==> config.mk <==
export PLATFORM = sky130hd
export DESIGN_NAME = sorted_unique_priority_queue_flat
export DESIGN_NICKNAME = d
export VERILOG_FILES = /design/src/hdl/supq_pkg.sv /design/src/hdl/supq_if.sv /design/src/hdl/supq_ctrl.sv /design/src/hdl/supq_datapath.sv /design/src/hdl/sorted_unique_priority_queue.sv /design/src/flat_wrapper.sv
export SDC_FILE = /design/constraint.sdc
export NUM_CORES = 2
export LEC_CHECK = 0
export ABC_AREA = 1
export CORE_ASPECT_RATIO = 2
export CORE_UTILIZATION = 55
export DETAILED_ROUTE_END_ITERATION = 12
export DONT_BUFFER_PORTS = 1
export GPL_TIMING_DRIVEN = 0
export PLACE_DENSITY = 0.7
export SKIP_LAST_GASP = 1
export SYNTH_ARGS = -nofsm -noshare
export SYNTH_HDL_FRONTEND = slang
export SYNTH_SLANG_ARGS = --single-unit
export TNS_END_PERCENT = 50
==> constraint.sdc <==
create_clock -name clk_i -period 8 [get_ports clk_i]
set_input_delay 0.8 -clock clk_i [delete_from_list [all_inputs] [get_ports clk_i]]
set_output_delay 0.8 -clock clk_i [all_outputs]
set_load 0.03 [all_outputs]
==> src/hdl/supq_pkg.sv <==
// Shared types and codes for the sorted unique priority queue.
package supq_pkg;

  localparam int unsigned PrioW = 16;
  localparam int unsigned PayloadW = 16;
  localparam int unsigned StatusW = 3;
  localparam int unsigned OccW = 5;

  typedef enum logic [StatusW-1:0] {
    ST_INSERTED  = 3'd0,
    ST_DUPLICATE = 3'd1,
    ST_FULL      = 3'd2,
    ST_REMOVED   = 3'd3,
    ST_EMPTY     = 3'd4
  } status_e;

  typedef enum logic {
    MODE_INSERT = 1'b0,
    MODE_REMOVE = 1'b1
  } mode_e;

  typedef struct packed {
    logic load;     // capture the accepted word
    logic compare;  // per-entry compare, flags registered
    logic update;   // shift / insert / pop and load the result register
  } cmd_t;

endpackage

==> src/hdl/supq_if.sv <==
// Valid/ready channel interfaces for queue commands and results.
interface supq_in_if
  import supq_pkg::*;
();
  logic                       valid;
  logic                       ready;
  logic                       mode;
  logic signed [PrioW-1:0]    prio;
  logic        [PayloadW-1:0] payload;

  modport source (output valid, mode, prio, payload, input ready);
  modport sink   (input valid, mode, prio, payload, output ready);
endinterface

interface supq_out_if
  import supq_pkg::*;
();
  logic                       valid;
  logic                       ready;
  logic        [StatusW-1:0]  status;
  logic        [PayloadW-1:0] out_payload;
  logic signed [PrioW-1:0]    out_prio;
  logic        [OccW-1:0]     occupancy;

  modport source (output valid, status, out_payload, out_prio, occupancy, input ready);
  modport sink   (input valid, status, out_payload, out_prio, occupancy, output ready);
endinterface

==> src/hdl/supq_ctrl.sv <==
// Sequencer: accept, compare, update, then hold the result word until taken.
module supq_ctrl
  import supq_pkg::*;
(
  input  logic clk_i,
  input  logic rst_ni,
  input  logic in_valid_i,
  output logic in_ready_o,
  output logic out_valid_o,
  input  logic out_ready_i,
  output cmd_t cmd_o
);

  typedef enum logic [2:0] {
    S_IDLE = 3'b001,
    S_CMP  = 3'b010,
    S_UPD  = 3'b100
  } state_e;

  state_e state_q, state_d;
  logic   out_valid_q, out_valid_d;
  logic   accept;

  assign in_ready_o  = (state_q == S_IDLE) && (!out_valid_q || out_ready_i);
  assign accept      = in_valid_i && in_ready_o;
  assign out_valid_o = out_valid_q;

  assign cmd_o.load    = accept;
  assign cmd_o.compare = (state_q == S_CMP);
  assign cmd_o.update  = (state_q == S_UPD);

  always_comb begin
    state_d = state_q;
    case (state_q)
      S_IDLE:  if (accept) state_d = S_CMP;
      S_CMP:   state_d = S_UPD;
      S_UPD:   state_d = S_IDLE;
      default: state_d = S_IDLE;
    endcase
  end

  always_comb begin
    out_valid_d = out_valid_q;
    if (state_q == S_UPD) begin
      out_valid_d = 1'b1;
    end else if (out_ready_i) begin
      out_valid_d = 1'b0;
    end
  end

  always_ff @(posedge clk_i or negedge rst_ni) begin
    if (!rst_ni) begin
      state_q     <= S_IDLE;
      out_valid_q <= 1'b0;
    end else begin
      state_q     <= state_d;
      out_valid_q <= out_valid_d;
    end
  end

endmodule

==> src/hdl/supq_datapath.sv <==
// Sorted entry row with per-entry compare, shift network and result register.
module supq_datapath
  import supq_pkg::*;
#(
  parameter int unsigned DEPTH = 16
) (
  input  logic                       clk_i,
  input  logic                       rst_ni,
  input  cmd_t                       cmd_i,
  input  logic                       mode_i,
  input  logic signed [PrioW-1:0]    prio_i,
  input  logic        [PayloadW-1:0] payload_i,
  output logic        [StatusW-1:0]  status_o,
  output logic        [PayloadW-1:0] out_payload_o,
  output logic signed [PrioW-1:0]    out_prio_o,
  output logic        [OccW-1:0]     occupancy_o
);

  localparam int unsigned CntW = $clog2(DEPTH + 1);

  logic                       mode_q;
  logic signed [PrioW-1:0]    prio_q;
  logic        [PayloadW-1:0] payload_q;

  logic signed [PrioW-1:0]    cell_prio_q [DEPTH];
  logic        [PayloadW-1:0] cell_pl_q   [DEPTH];
  logic        [DEPTH-1:0]    below_q;
  logic        [DEPTH-1:0]    eq_q;

  logic [CntW-1:0] count_q, count_d;
  logic [31:0]     count_ext;

  status_e                    res_status_d;
  logic        [StatusW-1:0]  res_status_q;
  logic        [PayloadW-1:0] res_payload_q;
  logic signed [PrioW-1:0]    res_prio_q;
  logic        [OccW-1:0]     res_occ_q;

  logic dup, full, empty, do_ins, do_pop;

  always_ff @(posedge clk_i) begin
    if (cmd_i.load) begin
      mode_q    <= mode_i;
      prio_q    <= prio_i;
      payload_q <= payload_i;
    end
  end

  assign dup    = |eq_q;
  assign full   = (count_q == CntW'(DEPTH));
  assign empty  = (count_q == '0);
  assign do_ins = cmd_i.update && (mode_q == MODE_INSERT) && !dup && !full;
  assign do_pop = cmd_i.update && (mode_q == MODE_REMOVE) && !empty;

  for (genvar i = 0; i < DEPTH; i++) begin : g_cell
    logic held;
    assign held = (CntW'(i) < count_q);

    // below: slot is free or holds a lower priority (a thermometer for sorted data)
    always_ff @(posedge clk_i) begin
      if (cmd_i.compare) begin
        below_q[i] <= !held || (cell_prio_q[i] < prio_q);
        eq_q[i]    <= held && (cell_prio_q[i] == prio_q);
      end
    end

    always_ff @(posedge clk_i) begin
      if (do_ins) begin
        if (i == 0) begin
          if (below_q[i]) begin
            cell_prio_q[i] <= prio_q;
            cell_pl_q[i]   <= payload_q;
          end
        end else if (below_q[i]) begin
          if (!below_q[(i == 0) ? 0 : i-1]) begin
            cell_prio_q[i] <= prio_q;
            cell_pl_q[i]   <= payload_q;
          end else begin
            cell_prio_q[i] <= cell_prio_q[(i == 0) ? 0 : i-1];
            cell_pl_q[i]   <= cell_pl_q[(i == 0) ? 0 : i-1];
          end
        end
      end else if (do_pop && (i < DEPTH - 1)) begin
        cell_prio_q[i] <= cell_prio_q[(i < DEPTH - 1) ? i+1 : i];
        cell_pl_q[i]   <= cell_pl_q[(i < DEPTH - 1) ? i+1 : i];
      end
    end
  end

  always_comb begin
    count_d      = count_q;
    res_status_d = ST_INSERTED;
    if (mode_q == MODE_INSERT) begin
      if (dup) begin
        res_status_d = ST_DUPLICATE;
      end else if (full) begin
        res_status_d = ST_FULL;
      end else begin
        count_d = count_q + CntW'(1);
      end
    end else begin
      if (empty) begin
        res_status_d = ST_EMPTY;
      end else begin
        res_status_d = ST_REMOVED;
        count_d      = count_q - CntW'(1);
      end
    end
  end

  assign count_ext = 32'(count_d);

  always_ff @(posedge clk_i or negedge rst_ni) begin
    if (!rst_ni) begin
      count_q <= '0;
    end else if (cmd_i.update) begin
      count_q <= count_d;
    end
  end

  always_ff @(posedge clk_i) begin
    if (cmd_i.update) begin
      res_status_q  <= res_status_d;
      res_occ_q     <= count_ext[OccW-1:0];
      res_payload_q <= do_pop ? cell_pl_q[0] : '0;
      res_prio_q    <= do_pop ? cell_prio_q[0] : '0;
    end
  end

  assign status_o      = res_status_q;
  assign out_payload_o = res_payload_q;
  assign out_prio_o    = res_prio_q;
  assign occupancy_o   = res_occ_q;

endmodule

==> src/hdl/sorted_unique_priority_queue.sv <==
// Sorted unique priority queue: DEPTH entries in descending signed priority,
// each priority at most once. A command word is captured, then every entry
// compares itself against the new priority at once, then for an insert the
// entries from the insertion point on shift down one place, for a pop the
// whole row shifts up one place, and the result word is registered. The
// result register is freed when its word is taken, and a new command is
// accepted in that same cycle; none is accepted during compare or update.
// There is no clearing pass after reset; the queue is ready at once.
module sorted_unique_priority_queue
  import supq_pkg::*;
#(
  parameter int unsigned DEPTH = 16
) (
  input  logic        clk_i,
  input  logic        rst_ni,
  supq_in_if.sink     in_i,
  supq_out_if.source  out_o
);

  cmd_t cmd;

  supq_ctrl u_ctrl (
    .clk_i       (clk_i),
    .rst_ni      (rst_ni),
    .in_valid_i  (in_i.valid),
    .in_ready_o  (in_i.ready),
    .out_valid_o (out_o.valid),
    .out_ready_i (out_o.ready),
    .cmd_o       (cmd)
  );

  supq_datapath #(
    .DEPTH (DEPTH)
  ) u_datapath (
    .clk_i         (clk_i),
    .rst_ni        (rst_ni),
    .cmd_i         (cmd),
    .mode_i        (in_i.mode),
    .prio_i        (in_i.prio),
    .payload_i     (in_i.payload),
    .status_o      (out_o.status),
    .out_payload_o (out_o.out_payload),
    .out_prio_o    (out_o.out_prio),
    .occupancy_o   (out_o.occupancy)
  );

endmodule
==> src/flat_wrapper.sv <==
// flat-port wrapper written by rule: the top's interface ports become plain ports
module sorted_unique_priority_queue_flat import supq_pkg::*;
#(
  parameter int unsigned DEPTH = 16
)
  (clk_i, rst_ni, in_i_valid, in_i_mode, in_i_prio, in_i_payload, in_i_ready, out_o_valid, out_o_status, out_o_out_payload, out_o_out_prio, out_o_occupancy, out_o_ready);
  supq_in_if in_i_i ();
  supq_out_if out_o_i ();
  input  logic clk_i;
  input  logic rst_ni;
  input wire logic [$bits(in_i_i.valid)-1:0] in_i_valid;
  input wire logic [$bits(in_i_i.mode)-1:0] in_i_mode;
  input wire logic [$bits(in_i_i.prio)-1:0] in_i_prio;
  input wire logic [$bits(in_i_i.payload)-1:0] in_i_payload;
  output wire logic [$bits(in_i_i.ready)-1:0] in_i_ready;
  output wire logic [$bits(out_o_i.valid)-1:0] out_o_valid;
  output wire logic [$bits(out_o_i.status)-1:0] out_o_status;
  output wire logic [$bits(out_o_i.out_payload)-1:0] out_o_out_payload;
  output wire logic [$bits(out_o_i.out_prio)-1:0] out_o_out_prio;
  output wire logic [$bits(out_o_i.occupancy)-1:0] out_o_occupancy;
  input wire logic [$bits(out_o_i.ready)-1:0] out_o_ready;
  assign in_i_i.valid = in_i_valid;
  assign in_i_i.mode = in_i_mode;
  assign in_i_i.prio = in_i_prio;
  assign in_i_i.payload = in_i_payload;
  assign in_i_ready = in_i_i.ready;
  assign out_o_valid = out_o_i.valid;
  assign out_o_status = out_o_i.status;
  assign out_o_out_payload = out_o_i.out_payload;
  assign out_o_out_prio = out_o_i.out_prio;
  assign out_o_occupancy = out_o_i.occupancy;
  assign out_o_i.ready = out_o_ready;
  sorted_unique_priority_queue #(.DEPTH(DEPTH)) u_core (.clk_i(clk_i), .rst_ni(rst_ni), .in_i(in_i_i), .out_o(out_o_i));
endmodule
==> results.txt <==
----------------------------------------------------
[Global routing]
  Initial antenna violation count ... 2
  Met1 layer usage reported by global route ... 37.66%
  Grt ovf ... 0
  First-pass GRT wire length ... 210,900 um
  Gr busiest metal ... met2
  Global routing usage summed across all routing layers ... 38.78%
  Met2 Resource Use GR ... 69.05%
  Maximum number of pins on one net before global-route repair ... 42
  Met3 demand-to-capacity share in global routing ... 6.125%
  Via count of the first global-routing pass ... 36,310

[Yosys]
  Register bit total from synthesis ... 626
  Yosys top cell by area ... sky130_fd_sc_hd__edfxtp_1
  Biggest area contributors in the synthesized netlist ... sky130_fd_sc_hd__edfxtp_1, sky130_fd_sc_hd__nand2_1, sky130_fd_sc_hd__ha_1, sky130_fd_sc_hd__nand4_1, sky130_fd_sc_hd__nand3_1
  Post-synth EDFFs ... 617
  Post-Synthesis Cell Area ... 39,740 um^2
  Share of synthesized area occupied by flip-flops and latches ... 47.19%
  Syn Nets ... 5,380
  Number of distinct standard cells referenced by the synthesized netlist ... 34
  Share of async-settable or async-resettable flops after synthesis ... 1.438%
  Fraction of post-synthesis cell area in the top cell type by area ... 46.62%
  Mapped Avg Cell Area ... 7.818 um^2
  Post-synthesis instance total ... 5,083
  Ys Warns ... 0
  Post-synth top flop ... sky130_fd_sc_hd__edfxtp_1

[Floorplanning]
  Number of I/O pins ... 79
  DIE WIDTH ... 192.1 um
  Number of standard-cell rows in the floorplan ... 139
  Floorplan die area ... 73,400 um^2
  Effective utilization at floorplan ... 55.46%
  Chip height ... 382.1 um
  Placeable Area ... 71,650 um^2

[Finish]
  Most common cell after layout, fill and taps aside ... sky130_fd_sc_hd__nand2_1
  Total area of multi-input combinational cells ... 18,610 um^2
  Ratio of cells with drive above 1 in the final layout ... 4.808%
  Commonest cells after routing, fill and taps aside ... sky130_fd_sc_hd__nand2_1, sky130_fd_sc_hd__edfxtp_1, sky130_fd_sc_hd__nand4_1
  Area added between synthesis and finish ... 7.985%
  Number of nets at the end of the flow ... 5,453
  Total of fill cells in the finished design ... 6,713
  Sequential cell area ... 18,750 um^2

[Setup path]
  Crit Path Category ... flip-flop to flip-flop
  Category of the worst setup path capture point ... flip-flop
  Buf+Inv Stages, Crit Path ... 3
  Largest stage delay on the critical path ... 780 ps
  Top fanout value on the critical path ... 17
  Req. time, crit path ... 8330 ps
  Slowest stage cell, crit path ... sky130_fd_sc_hd__inv_1
  Sort of element at the start of the critical path ... flip-flop
  Cell type group with the largest total delay on the critical path ... buffers and inverters
  CP Data Arrival Time ... 5120 ps
  Cells traversed along the worst timing path ... clkbuf_1 -> clkbuf_1 -> inv_1 -> ha_1 -> nand2_1 -> nor3_1 -> nand2_1 -> nand3_1 -> nand3_1

[Routing]
  Average detailed-routed wire length per instance ... 22.85 um
  Per-cell via count in the routed design ... 5.866
  Number of DRC violations after detailed-routing iteration 0 ... 3,135
  Routed WL ... 139,800 um
  Remaining design rule violation count ... 0
  Total number of vias ... 35,890
  Number of nets still failing antenna checks after routing ... 0
  Count of TritonRoute iterations in the first routing pass ... 6

[Power and ir drop]
  Switching component of the power ... 0.002884 W
  Clock group share of total power ... 31.4%
  Cell Int Power ... 0.005908 W
  Combinational Power Share ... 24.2%
  Relative contribution of sequential cells to total power ... 44.4%
  Switching share of total power ... 32.80%
  Worst IR Drop VDD ... 0.0001839 V
  Static Leak ... 19.97 nW
  PwrDens ... 204.9 nW/um^2

[Placed design]
  Count of buffers inserted at the top-level ports ... 0
  Final HPWL DP ... 110,300 um
  RePlAce Congestion ... 1.011
  Pre-CTS setup slack ... 3521 ps

[STA]
  Count of final setup violators ... 0
  Summed negative setup slack over all endpoints ... 0 ps
  Clock Skew ... 19.43 ps
  Worst Hold Slack ... 198.9 ps
  Final hold violation count ... 0
  Part of the cycle the worst path needs ... 59.83%
  Number of pins exceeding their max-slew limit in the final report ... 0
  Unrepaired setup endpoints after global routing ... no
  Worst Setup Slack, final ... 3214 ps
  Peak clock frequency supported by timing ... 208.9 MHz
  Least-Margin Pin Slew ... 1334 ps
  Max-slew headroom ... 10.12%
  Minimum period implied by the final worst setup slack ... 4786 ps

[Clock network]
  # Post-CTS Setup Buffers ... 0
  Hold buffers post-CTS ... 1
  Cts bufs inserted ... 59
  CTS-repair resized insts ... 0
  CTS sink count ... 626
  Clock Latency Late Sink ... 700 ps
  TritonCTS clock tree ... yes
  Clock slew seen by the registers of the worst setup and hold paths ... 70 ps
  H-Tree Level Count ... 2
  Maximum count of clock buffers along a single path ... 3
  Root Driver ... sky130_fd_sc_hd__clkbuf_16

[Run]
  Max-cap viol count ... 0

[Hold path]
  Min-Delay Path Class ... input pin to flip-flop

[Status]
  Outcome ... finished, final reports clean

----------------------------------------------------
-- flip-flops by register name, indices dropped and copies added, names as in the netlist, 16 cells and up --
name,flops
u_core.u_datapath.out_payload_o,16
u_core.u_datapath.eq_q,16
u_core.u_datapath.prio_q,16
u_core.u_datapath.out_prio_o,16
u_core.u_datapath.below_q,16
u_core.u_datapath.payload_q,16
u_core.u_datapath.cell_pl_q,256
u_core.u_datapath.cell_prio_q,256
-- worst paths after layout --
path                                                   from  slack, ps                              to  cells past startpoint
worst min-delay path                        in_i_payload[7]        200  u_core.u_datapath.payload_q[7]                      0
worst max register to register  u_core.u_datapath.prio_q[9]       3210    u_core.u_datapath.below_q[4]                      9
worst min register to register     u_core.u_ctrl.state_q[2]        500        u_core.u_ctrl.state_q[2]                      1
min in group asynchronous                            rst_ni        470       u_core.u_ctrl.out_valid_o                      1
max in group asynchronous                            rst_ni       7190        u_core.u_ctrl.state_q[0]                      1
worst max-delay path            u_core.u_datapath.prio_q[9]       3210    u_core.u_datapath.below_q[4]                      9
-- area by class of cell --
class	count	area share (%)
multi-input combinational	3879	43.36
antenna	2	0.01166
inverter	205	1.793
timing repair buffer	12	0.4753
clock buffer	80	3.671
tap	916	2.671
buffer	373	3.892
sequential	626	43.70
clock inverter	25	0.4228
-- Yosys cell counts, types with 12 or more instances --
library cell / count
sky130_fd_sc_hd__buf_2: 107
sky130_fd_sc_hd__nor2_1: 135
sky130_fd_sc_hd__clkbuf_1: 195
sky130_fd_sc_hd__edfxtp_1: 617
sky130_fd_sc_hd__o21a_1: 16
sky130_fd_sc_hd__nand2_1: 2666
sky130_fd_sc_hd__nand3_1: 154
sky130_fd_sc_hd__nor3_1: 12
sky130_fd_sc_hd__buf_4: 36
sky130_fd_sc_hd__a21oi_1: 96
sky130_fd_sc_hd__ha_1: 260
sky130_fd_sc_hd__buf_1: 35
sky130_fd_sc_hd__o21ai_0: 69
sky130_fd_sc_hd__nand4_1: 428
sky130_fd_sc_hd__inv_1: 203
-- layer usage --
metal	routed length (um)	part of all wire, %
met4	14730	11
met2	71550	51
met1	44850	32
met5	11	0.0079
met3	8666	6.2
-- power by group through the flow --
stage                     clock, W  combinational [W]  sequential, W
after floorplan                  0            0.00143        0.00396
after global placement           0            0.00198        0.00398
after detailed placement         0            0.00207        0.00397
after CTS                  0.00276            0.00208        0.00390
after global routing       0.00288            0.00241        0.00391
final                      0.00276            0.00213        0.00390
-- cell families after synthesis --
| family | share of synthesized area, % |
|---|---|
| AND/OR/NAND/NOR | 35.73 |
| flip-flops | 47.19 |
| buffers and inverters | 6.136 |
| adder cells (fa/ha/maj) | 8.186 |
| AO/OA/AOI/OAI | 2.708 |
| XOR/XNOR | 0.04409 |
-- metrics by stage --
| stage | utilization [%] | instance area (um^2) | total power (W) | instances |
|---|---|---|---|---|
| after CTS | 59.88 | 42900 | 0.008744 | 6116 |
| final | 59.89 | 42910 | 0.008792 | 6118 |
| after floorplan | - | 39740 | 0.005393 | 5083 |
| after global routing | 59.88 | 42910 | 0.009195 | 6116 |
| after global placement | 57.06 | 40890 | 0.005962 | 5999 |
| after detailed placement | 57.41 | 41140 | 0.006044 | 6010 |
Power figures use the tool's default switching activity.
